### src/design/ggl_pkg.sv
`timescale 1ns / 1ps

package ggl_pkg;

  localparam int MAX_LINES = 4096;
  localparam int LINE_CAP_I = ((MAX_LINES - 1) > 4095) ? 4095 : (MAX_LINES - 1);
  localparam logic [11:0] LINE_CAP = LINE_CAP_I[11:0];

  // Register indexes on the configuration port.
  localparam logic [1:0] CFG_PAGE_PX    = 2'd0;
  localparam logic [1:0] CFG_MARGIN_PX  = 2'd1;
  localparam logic [1:0] CFG_SCALE_Q8   = 2'd2;
  localparam logic [1:0] CFG_INDENT_PX  = 2'd3;

  localparam logic [11:0] RST_PAGE_PX   = 12'd1080;
  localparam logic [10:0] RST_MARGIN_PX = 11'd81;
  localparam logic [11:0] RST_SCALE_Q8  = 12'd256;
  localparam logic [9:0]  RST_INDENT_PX = 10'd30;

  localparam int QDEPTH = 4;
  localparam int QPTR_W = 2;

  localparam int DIVD_W    = 28;
  localparam int DIVS_W    = 16;
  localparam int DIV_CNT_W = 5;

  typedef struct packed {
    logic [11:0] page_px;
    logic [10:0] margin_px;
    logic [11:0] scale_q8;
    logic [9:0]  indent_px;
  } cfg_t;

  // Glyph after scaling, as it waits between front and back.
  typedef struct packed {
    logic [15:0] sw;
    logic [15:0] sh;
    logic        blank;
    logic        is_indented;
    logic        ends_paragraph;
  } item_t;

  function automatic logic [11:0] line_adv(input logic [11:0] cur);
    line_adv = (cur < LINE_CAP) ? cur + 12'd1 : cur;
  endfunction

endpackage

### src/design/greedy_glyph_line_breaker.sv
`timescale 1ns / 1ps
// A glyph is registered in the front end, queued, then registered as a result by
// the back end; an oversized glyph with a positive text width first takes one
// multiply and a bit-serial divide. One glyph per cycle unless results stall; the
// divide holds the back end while a 4-entry queue keeps taking glyphs at the front.
// Reset (rst, synchronous) restores register defaults and empties the line state.

module greedy_glyph_line_breaker (
  input  logic        clk,
  input  logic        rst,
  input  logic        cfg_valid,
  output logic        cfg_ready,
  input  logic [1:0]  cfg_index,
  input  logic [11:0] cfg_data,
  input  logic        glyph_valid,
  output logic        glyph_stall,
  input  logic [11:0] glyph_width,
  input  logic [11:0] glyph_height,
  input  logic        blank,
  input  logic        is_indented,
  input  logic        ends_paragraph,
  output logic        result_valid,
  input  logic        result_stall,
  output logic [11:0] line_index,
  output logic        placed,
  output logic        starts_line,
  output logic        oversized,
  output logic [15:0] out_width,
  output logic [15:0] out_height
);

  ggl_pkg::cfg_t  cfg;
  ggl_pkg::item_t push_item;
  ggl_pkg::item_t head;
  logic           q_push;
  logic           q_pop;
  logic           q_full;
  logic           q_empty;

  assign cfg_ready = 1'b1;

  always_ff @(posedge clk) begin
    if (rst) begin
      cfg.page_px   <= ggl_pkg::RST_PAGE_PX;
      cfg.margin_px <= ggl_pkg::RST_MARGIN_PX;
      cfg.scale_q8  <= ggl_pkg::RST_SCALE_Q8;
      cfg.indent_px <= ggl_pkg::RST_INDENT_PX;
    end else if (cfg_valid && cfg_ready) begin
      case (cfg_index)
        ggl_pkg::CFG_PAGE_PX:   cfg.page_px   <= cfg_data;
        ggl_pkg::CFG_MARGIN_PX: cfg.margin_px <= cfg_data[10:0];
        ggl_pkg::CFG_SCALE_Q8:  cfg.scale_q8  <= cfg_data;
        ggl_pkg::CFG_INDENT_PX: cfg.indent_px <= cfg_data[9:0];
        default: begin
        end
      endcase
    end
  end

  ggl_front u_front (
    .clk            (clk),
    .rst            (rst),
    .scale_q8       (cfg.scale_q8),
    .glyph_valid    (glyph_valid),
    .glyph_stall    (glyph_stall),
    .glyph_width    (glyph_width),
    .glyph_height   (glyph_height),
    .blank          (blank),
    .is_indented    (is_indented),
    .ends_paragraph (ends_paragraph),
    .q_full         (q_full),
    .q_push         (q_push),
    .q_item         (push_item)
  );

  ggl_fifo u_fifo (
    .clk       (clk),
    .rst       (rst),
    .push      (q_push),
    .push_item (push_item),
    .pop       (q_pop),
    .head      (head),
    .full      (q_full),
    .empty     (q_empty)
  );

  ggl_back u_back (
    .clk          (clk),
    .rst          (rst),
    .cfg          (cfg),
    .head         (head),
    .q_empty      (q_empty),
    .q_pop        (q_pop),
    .result_valid (result_valid),
    .result_stall (result_stall),
    .line_index   (line_index),
    .placed       (placed),
    .starts_line  (starts_line),
    .oversized    (oversized),
    .out_width    (out_width),
    .out_height   (out_height)
  );

endmodule

### src/design/ggl_front.sv
`timescale 1ns / 1ps

module ggl_front (
  input  logic                clk,
  input  logic                rst,
  input  logic [11:0]         scale_q8,
  input  logic                glyph_valid,
  output logic                glyph_stall,
  input  logic [11:0]         glyph_width,
  input  logic [11:0]         glyph_height,
  input  logic                blank,
  input  logic                is_indented,
  input  logic                ends_paragraph,
  input  logic                q_full,
  output logic                q_push,
  output ggl_pkg::item_t      q_item
);

  logic        f_valid;
  logic [11:0] f_gw;
  logic [11:0] f_gh;
  logic        f_space;
  logic        f_indented;
  logic        f_ends;
  logic        accept;
  logic [23:0] wprod;
  logic [23:0] hprod;
  logic [24:0] wround;
  logic [24:0] hround;

  assign glyph_stall = f_valid && q_full;
  assign accept      = glyph_valid && !glyph_stall;
  assign q_push      = f_valid && !q_full;

  assign wprod  = 24'(f_gw) * 24'(scale_q8);
  assign hprod  = 24'(f_gh) * 24'(scale_q8);
  assign wround = {1'b0, wprod} + 25'd255;
  assign hround = {1'b0, hprod} + 25'd255;

  always_comb begin
    q_item.sw             = wround[24] ? 16'hFFFF : wround[23:8];
    q_item.sh             = hround[24] ? 16'hFFFF : hround[23:8];
    q_item.blank          = f_space;
    q_item.is_indented    = f_indented;
    q_item.ends_paragraph = f_ends;
  end

  always_ff @(posedge clk) begin
    if (rst) begin
      f_valid <= 1'b0;
    end else if (accept) begin
      f_valid <= 1'b1;
    end else if (q_push) begin
      f_valid <= 1'b0;
    end
  end

  always_ff @(posedge clk) begin
    if (accept) begin
      f_gw       <= glyph_width;
      f_gh       <= glyph_height;
      f_space    <= blank;
      f_indented <= is_indented;
      f_ends     <= ends_paragraph;
    end
  end

endmodule

### src/design/ggl_fifo.sv
`timescale 1ns / 1ps

module ggl_fifo (
  input  logic           clk,
  input  logic           rst,
  input  logic           push,
  input  ggl_pkg::item_t push_item,
  input  logic           pop,
  output ggl_pkg::item_t head,
  output logic           full,
  output logic           empty
);

  ggl_pkg::item_t                  mem [ggl_pkg::QDEPTH];
  logic [ggl_pkg::QPTR_W-1:0]      wr_ptr;
  logic [ggl_pkg::QPTR_W-1:0]      rd_ptr;
  logic [ggl_pkg::QPTR_W:0]        count;

  assign full  = (count == (ggl_pkg::QPTR_W+1)'(ggl_pkg::QDEPTH));
  assign empty = (count == '0);
  assign head  = mem[rd_ptr];

  always_ff @(posedge clk) begin
    if (rst) begin
      wr_ptr <= '0;
      rd_ptr <= '0;
      count  <= '0;
    end else begin
      if (push) begin
        wr_ptr <= wr_ptr + 1'b1;
      end
      if (pop) begin
        rd_ptr <= rd_ptr + 1'b1;
      end
      if (push && !pop) begin
        count <= count + 1'b1;
      end else if (pop && !push) begin
        count <= count - 1'b1;
      end
    end
  end

  always_ff @(posedge clk) begin
    if (push) begin
      mem[wr_ptr] <= push_item;
    end
  end

endmodule

### src/design/ggl_div.sv
`timescale 1ns / 1ps

module ggl_div (
  input  logic                        clk,
  input  logic                        rst,
  input  logic                        start,
  input  logic [ggl_pkg::DIVD_W-1:0]  dividend,
  input  logic [ggl_pkg::DIVS_W-1:0]  divisor,
  output logic                        done,
  output logic [ggl_pkg::DIVS_W-1:0]  quotient
);

  logic                           busy;
  logic [ggl_pkg::DIV_CNT_W-1:0]  cnt;
  logic [ggl_pkg::DIVS_W-1:0]     rem;
  logic [ggl_pkg::DIVD_W-1:0]     quo;
  logic [ggl_pkg::DIVS_W:0]       trial;
  logic                           ge;

  // Restoring division, one quotient bit per cycle. Dividend bits shift
  // out of the top of quo while quotient bits shift in at the bottom.
  assign trial    = {rem, quo[ggl_pkg::DIVD_W-1]};
  assign ge       = (trial >= {1'b0, divisor});
  assign quotient = quo[ggl_pkg::DIVS_W-1:0];

  always_ff @(posedge clk) begin
    if (rst) begin
      busy <= 1'b0;
      done <= 1'b0;
      cnt  <= '0;
    end else begin
      done <= 1'b0;
      if (start) begin
        busy <= 1'b1;
        cnt  <= '0;
      end else if (busy) begin
        cnt <= cnt + 1'b1;
        if (cnt == ggl_pkg::DIV_CNT_W'(ggl_pkg::DIVD_W - 1)) begin
          busy <= 1'b0;
          done <= 1'b1;
        end
      end
    end
  end

  always_ff @(posedge clk) begin
    if (start) begin
      rem <= '0;
      quo <= dividend;
    end else if (busy) begin
      rem <= ge ? ggl_pkg::DIVS_W'(trial - {1'b0, divisor}) : trial[ggl_pkg::DIVS_W-1:0];
      quo <= {quo[ggl_pkg::DIVD_W-2:0], ge};
    end
  end

endmodule

### src/design/ggl_back.sv
`timescale 1ns / 1ps

module ggl_back (
  input  logic            clk,
  input  logic            rst,
  input  ggl_pkg::cfg_t   cfg,
  input  ggl_pkg::item_t  head,
  input  logic            q_empty,
  output logic            q_pop,
  output logic            result_valid,
  input  logic            result_stall,
  output logic [11:0]     line_index,
  output logic            placed,
  output logic            starts_line,
  output logic            oversized,
  output logic [15:0]     out_width,
  output logic [15:0]     out_height
);

  typedef enum logic [1:0] {
    ST_IDLE,
    ST_MUL,
    ST_START,
    ST_DIV
  } state_t;

  state_t      state;
  logic [16:0] line_fill;
  logic [11:0] current_line;
  logic        line_has_glyphs;
  logic        prev_ended_paragraph;

  logic [15:0] sh_hold;
  logic [15:0] sw_hold;
  logic [11:0] tw_hold;
  logic [27:0] prod;

  logic        out_free;
  logic        div_start;
  logic        div_done;
  logic [15:0] div_q;

  logic [9:0]  add;
  logic [13:0] right_edge;
  logic [13:0] text_w;
  logic [17:0] fill;
  logic [18:0] fill_sw;
  logic        fits;
  logic        narrow;
  logic        tw_pos;
  logic        skip;
  logic [11:0] line1;
  logic [16:0] fresh_fill;

  assign out_free  = !result_valid || !result_stall;
  assign q_pop     = (state == ST_IDLE) && !q_empty && out_free;
  assign div_start = (state == ST_START);

  always_comb begin
    add        = (prev_ended_paragraph || head.is_indented) ? cfg.indent_px : 10'd0;
    right_edge = {2'b00, cfg.page_px} - {3'b000, cfg.margin_px};
    text_w     = {2'b00, cfg.page_px} - {2'b00, cfg.margin_px, 1'b0};
    fill       = {1'b0, line_fill} + {8'd0, add};
    fill_sw    = {1'b0, fill} + {3'd0, head.sw};
    // A negative right edge or text width can never be met.
    fits       = !head.is_indented && !right_edge[13]
                 && (fill_sw < {6'd0, right_edge[12:0]});
    narrow     = !text_w[13] && ({1'b0, head.sw} <= {4'd0, text_w[12:0]});
    tw_pos     = !text_w[13] && (text_w != 14'd0);
    skip       = head.blank && !line_has_glyphs;
    line1      = line_has_glyphs ? ggl_pkg::line_adv(current_line) : current_line;
    fresh_fill = 17'(cfg.margin_px) + 17'(head.sw) + 17'(add);
  end

  ggl_div u_div (
    .clk      (clk),
    .rst      (rst),
    .start    (div_start),
    .dividend (prod),
    .divisor  (sw_hold),
    .done     (div_done),
    .quotient (div_q)
  );

  always_ff @(posedge clk) begin
    if (rst) begin
      state                <= ST_IDLE;
      result_valid         <= 1'b0;
      line_fill            <= 17'(ggl_pkg::RST_MARGIN_PX);
      current_line         <= '0;
      line_has_glyphs      <= 1'b0;
      prev_ended_paragraph <= 1'b0;
    end else begin
      if (result_valid && !result_stall) begin
        result_valid <= 1'b0;
      end
      case (state)
        ST_IDLE: begin
          if (q_pop) begin
            out_width  <= head.sw;
            out_height <= head.sh;
            placed     <= 1'b1;
            starts_line <= 1'b0;
            oversized  <= 1'b0;
            line_index <= current_line;
            result_valid <= 1'b1;
            if (skip) begin
              placed <= 1'b0;
            end else begin
              prev_ended_paragraph <= head.ends_paragraph;
              if (fits) begin
                starts_line     <= !line_has_glyphs;
                line_fill       <= fill_sw[16:0];
                line_has_glyphs <= 1'b1;
              end else if (narrow) begin
                current_line    <= line1;
                line_index      <= line1;
                starts_line     <= 1'b1;
                line_fill       <= fresh_fill;
                line_has_glyphs <= 1'b1;
              end else begin
                // Oversized: a line of its own, then move past it.
                line_index      <= line1;
                starts_line     <= 1'b1;
                oversized       <= 1'b1;
                current_line    <= ggl_pkg::line_adv(line1);
                line_fill       <= 17'(cfg.margin_px);
                line_has_glyphs <= 1'b0;
                if (tw_pos) begin
                  out_width    <= {4'd0, text_w[11:0]};
                  sh_hold      <= head.sh;
                  sw_hold      <= head.sw;
                  tw_hold      <= text_w[11:0];
                  result_valid <= 1'b0;
                  state        <= ST_MUL;
                end else begin
                  out_width  <= 16'd0;
                  out_height <= 16'd0;
                end
              end
            end
          end
        end
        ST_MUL: begin
          prod  <= 28'(sh_hold) * 28'(tw_hold);
          state <= ST_START;
        end
        ST_START: begin
          state <= ST_DIV;
        end
        ST_DIV: begin
          if (div_done) begin
            out_height   <= div_q;
            result_valid <= 1'b1;
            state        <= ST_IDLE;
          end
        end
        default: begin
          state <= ST_IDLE;
        end
      endcase
    end
  end

endmodule
### config.mk
export PLATFORM = sky130hd
export DESIGN_NAME = greedy_glyph_line_breaker
export DESIGN_NICKNAME = d
export VERILOG_FILES = /design/src/design/ggl_pkg.sv /design/src/design/greedy_glyph_line_breaker.sv /design/src/design/ggl_front.sv /design/src/design/ggl_fifo.sv /design/src/design/ggl_div.sv /design/src/design/ggl_back.sv
export SDC_FILE = /design/constraint.sdc
export NUM_CORES = 2
export LEC_CHECK = 0
export BUFFER_PORTS_ARGS = -buffer_cell sky130_fd_sc_hd__buf_2
export CORE_MARGIN = 2
export CORE_UTILIZATION = 50
export DETAILED_ROUTE_END_ITERATION = 8
export PLACE_DENSITY = 0.66
export RECOVER_POWER = 100
export SLEW_MARGIN = 20
export SYNTH_ARGS = -nofsm -noshare
export SYNTH_HDL_FRONTEND = slang
export SYNTH_HIERARCHICAL = 1
export SYNTH_SLANG_ARGS = --single-unit
### constraint.sdc
create_clock -name clk -period 17.4 [get_ports clk]
set_input_delay 0.87 -clock clk [delete_from_list [all_inputs] [get_ports clk]]
set_output_delay 0.87 -clock clk [all_outputs]
set_load 0.005 [all_outputs]
-- Yosys cells after proc, flatten, opt, wreduce, memory -nomap -nowiden
Memory sizes are Yosys's and may differ from the RTL's. A register that Yosys moved wholly into a read port is not among the register bits.
Index checks and enable logic that the tools add are counted.
- multiply operators: 3
- mux-type cells: 57
- magnitude comparators: 5
- reduce and logical (&&, ||, !) cells: 48
- equal/unequal tests: 14
- $add $sub $neg: 16
- bitwise logic cells: 5
- operator list (cell ; number):
    16-bit 2-to-1 mux ; 12
    12-bit 2-to-1 mux ; 7
    28-bit 2-to-1 mux ; 2
    24-bit by 8-bit adder with 25-bit output (second input constant) ; 2
    12-bit by 12-bit multiplier with 24-bit output ; 2
    17-bit 2-to-1 mux ; 2
    16-bit one-hot mux with 2 select lines ; 1
    16-bit by 12-bit multiplier with 28-bit output ; 1
    12-bit by 1-bit adder with 12-bit output (second input constant) ; 2
    12-bit less-than comparator (second input constant) ; 2
    1-bit 2-to-1 mux ; 20
    18-bit by 16-bit adder with 19-bit output ; 1
    19-bit by 13-bit less-than comparator with 1-bit output ; 1
    17-bit by 10-bit adder with 18-bit output ; 1
    11-bit by 16-bit adder with 17-bit output ; 1
    17-bit by 10-bit adder with 17-bit output ; 1
    17-bit by 16-bit greater-or-equal comparator with 1-bit output ; 1
    16-bit by 13-bit <= comparator with 1-bit output ; 1
    2-bit 2-to-1 mux ; 8
    16-bit subtractor ; 1
    14-bit nonzero test ; 1
    1-bit logical AND ; 13
    12-bit by 11-bit subtractor with 13-bit output ; 1
    12-bit by 12-bit subtractor with 13-bit output ; 1
    27 further kinds ; 63
- output and inout bits: 50
- bits in writable memories: 140
- memories: 1
- word-level logic and storage cells: 183
- input bits: 46
- register bits: 284
- memory list (name ; words ; bits a word ; rd ports ; clocked after Yosys merged registers in ; write ports ; line ; text):
    u_fifo.mem ; 4 ; 35 ; 1 ; 1 ; 1 ; ggl_fifo.sv:14 ; ggl_pkg::item_t mem [ggl_pkg::QDEPTH];

-- Logic depth before layout (Yosys ltp)
- word-level depth: 10
- mapped depth: 26
- mapped depth without buffers: 22

-- By module
The synthesis kept the hierarchy.
- modules (own cells, without submodules) (module ; sequential area each (µm²) ; area an instance (µm²) ; times used ; cells an instance):
    ggl_back ; 4254.1 ; 16214.3 ; 1 ; 1682
    ggl_front ; 830.8 ; 11179.5 ; 1 ; 1285
    ggl_fifo ; 4384.2 ; 5531.6 ; 1 ; 227
    ggl_div ; 1301.2 ; 3377.0 ; 1 ; 339
    greedy_glyph_line_breaker ; 900.9 ; 1850.5 ; 1 ; 177

-- Worst setup path after synthesis
No wires, ideal clock.
- path kind: register to register
- start point: reg (tool-made name)
- end point: reg u_back.sh_hold[0], enable pin
- path buffers: 4
- library setup time: 459 ps
- slack: 11165 ps
- required time: 16941 ps
- clock period less this slack: 6235 ps
- stages on the path, launching flop included: 25
- data arrival time: 5776 ps
- path through: dfxtp_1 buf_6 buf_12 mux4_2 nor2_1 nor2b_1 fa_1 ha_1 a211oi_2 o21ai_1 a21o_1 nand2b_1 a21boi_0 xnor2_1 ha_1 nor4_1 nand2_1 a2111oi_2 o211ai_1 a211oi_2 and3_1 buf_2 a21oi_4 buf_6 and3_1
- RTL lines (item ; line ; text):
    end signal: assignment ; ggl_back.sv:131 ; sh_hold <= head.sh;
    end: declaration ; ggl_back.sv:33 ; logic [15:0] sh_hold;

==> results.toml <==
[power_and_ir_drop]
power_mw = 7.84
powerDensity_mw_per_mm2 = 193
p_clk_frac = 0.133
p_comb_frac = 0.646
p_int_mw = 4.26
p_leak_nw = 18.0
peakVddDrop_mv = 0.288
swShare = 0.457
power_frac_seq = 0.221
switchingPower_mw = 3.58

[floorplan]
fp.dieW_um = 280
dieArea_mm2 = 0.0785
die_height_um = 280
start_util = 0.504
core_area_mm2 = 0.0757
fp-row-count = 101
io_pins = 96

[timing]
skew_ps = 50.0
drv_slew = 519
worst_slew_pin_slew_ps = 4020
setup_ws_ps = 7170
final.period_utilization = 0.588
fin_crit_ps = 10230
rsz0062_at_grt = "false"
hold_violations = 0
timing.hold.ws_ps = 441
max_freq_ghz = 0.0977
setup_tns_ps = 0
setup_viol = 0
slew_headroom = -1.68

[yosys]
async_reset_ff_frac = 0
synth.most_common_cell = "inv_1"
ys_warn_count = 6
synth.area.top_cells = "edfxtp_1 25%, fa_1 20%, ha_1 10%"
synth_top_area_share = 0.247
syn-num-nets = 4447
yosysSeqAreaShare = 0.306
syn_inst = 3710
ys_ff_latch = 426
yosysTopAreaCell = "edfxtp_1"
synth_cell_types = 115
synthTopCellsByCount = "549 x inv_1, 424 x nand2_1, 378 x fa_1"
synth_area_per_cell_um2 = 10.3
synth_edf_count = 314
syn_area_mm2 = 0.0382
synth_flop_cell = "edfxtp_1"

[setup_path]
worstPathRequired_ps = 17570
crit_type = "reg -> reg"
worstPathArrival_ps = 10400
endpoint_kind = "register"
start_kind = "register"
path_max_fanout = 44

[drt]
post_drt_wl_per_cell_um = 18.9
vias_per_cell = 5.55
detail-route-antenna-nets = 0
firstDrtPassIters = 5
totalWireLength_um = 89000
drt_iter0_markers = 1905
vias = 26149
drc = 0

[global_route]
grt_pass1_vias = 26266
grt_pass1_wl_um = 144000
overflow = 0
grt_antenna_before_repair = 1
grt.total_usage = 0.231
grt_max_degree = 97

[clocking]
clock_latency_ps = 630
clock_sinks = 426
path_clk_slew_ps = 60
clock_path_buffers = 3
post-cts-setup-buffers = 0
cts-buffers-inserted = 50
htreeDepth = 2
cts_tree = "yes"
cts-root-buf = "clkbuf_16"
cts-hold-fix-buffers = 0
post_cts_resized = 0

[layout]
n_fill_cell = 6668
antenna_cells = 0
drive_above_1_share = 0.0733
final_cells = 4714
final_util = 0.536
final_cell_area_mm2 = 0.0405
area_growth_pct = 6.26
finalNetCount = 4439

[placement]
dp_hpwl_um = 67000
dp.cells = 4627
placed_cell_area_mm2 = 0.0391
pre_cts_slack_ps = 10100
gp_congestion = 0.946
numPortBuffers = 94

[job]
cap_viol_max_count = 15

[run_status]
outcome = "complete, but fails checks"
violations = "capacitance limit, slew limit"

[hold_path]
hp-class = "in -> reg"
-- logic make-up after synthesis --
kind of cell,synth area share
compound gates,0.0932
simple gates,0.148
fa+ha+maj,0.301
mux,0.0528
other cells,0.0000983
buf+inv,0.0772
flops,0.306
xor+xnor,0.0220
-- critical path: stages, from the launching register on --
cell and delay, ps:
dfxtp_2 310, clkbuf_1 1980, mux4_2 790, nor2_1 520
nor2b_1 180, fa_1 520, fa_1 480, a21o_1 190
a21boi_1 200, o21ai_1 110, a31oi_1 370, o21a_1 250
o31a_1 190, ha_1 160, nand2_1 60, nand2_1 60
a2111oi_0 60, o211ai_1 110, a211oi_1 90, and3_1 270
a21oi_1 1200, and3_1 1630
-- state kept, by name, indices dropped and copies added (netlist names), 2 cells and up, named ones only --
register	cells
u_back/sh_hold	16
u_back/line_fill	17
u_front/f_gw	12
u_fifo/mem	140
u_back/prod	28
u_back/out_width	16
u_back/tw_hold	12
u_fifo/count	3
u_back/u_div/cnt	5
u_back/u_div/quo	28
u_fifo/wr_ptr	2
cfg	45
u_back/current_line	12
u_back/state	2
u_back/out_height	16
u_front/f_gh	12
u_back/sw_hold	16
u_back/u_div/rem	16
u_fifo/rd_ptr	2
u_back/line_index	12
-- cell usage in the layout (no fill, tap or decap), drive strengths merged, types with 12 or more instances in the layout --
master	n
nor3	36
a22o	15
nor2b	28
o21a	23
and2	208
nand4	26
edfxtp	314
a21oi	125
dfxtp	112
a21o	47
clkbuf	106
a31oi	20
nand2b	64
and3	23
mux4	35
o21bai	12
o31ai	12
fa	378
a21boi	12
nor2	172
nand3	57
inv	557
mux2i	79
a211oi	25
or2	13
mux2	37
o21ai	101
buf	72
xor2	32
xnor2	64
ha	313
nand2	425
-- area by class of cell --
| class | instances | area (um2) | area share |
|---|---|---|---|
| multi-input cells | 2561 | 23400 | 0.577 |
| clock inverters | 21 | 267 | 0.00657 |
| inverters | 550 | 2060 | 0.0509 |
| clock buffers | 65 | 1370 | 0.0337 |
| flip-flops and latches | 426 | 11700 | 0.288 |
| well taps | 978 | 1220 | 0.0302 |
| repair buffers | 113 | 541 | 0.0133 |
-- worst paths after layout --
check / from / endpoint / slack [ps] / depth (start not counted)
setup / recovery: register / u_back/sh_hold[11] / 7170 / 21
hold / removal: glyph_width[1] / u_front/f_gw[1] / 440 / 1
setup reg to reg: register / u_back/sh_hold[11] / 7170 / 21
hold reg to reg: u_back/line_fill[13] / u_back/line_fill[13] / 480 / 2
-- power by group through the flow --
| stage | Sequential [mW] | Combinational [mW] | Clock [mW] |
|---|---|---|---|
| after global routing | 1.76 | 5.72 | 1.10 |
| final | 1.74 | 5.07 | 1.04 |
| after floorplan | 1.64 | 3.93 | 0 |
| after detailed placement | 1.75 | 5.07 | 0 |
| after global placement | 1.74 | 5.03 | 0 |
| after CTS | 1.73 | 5.13 | 1.06 |
-- routing by layer --
| layer | global-route usage | routed length (um) | vias to the layer above | share of wire |
|---|---|---|---|---|
| met5 | 0 | 0 | - | 0 |
| met4 | 0.0636 | 2220 | 0 | 0.025 |
| met3 | 0.0291 | 4700 | 134 | 0.053 |
| met2 | 0.366 | 40500 | 715 | 0.45 |
| met1 | 0.336 | 41600 | 12928 | 0.47 |
| li1 | - | - | 12372 | - |
Power figures use the tool's default switching activity.
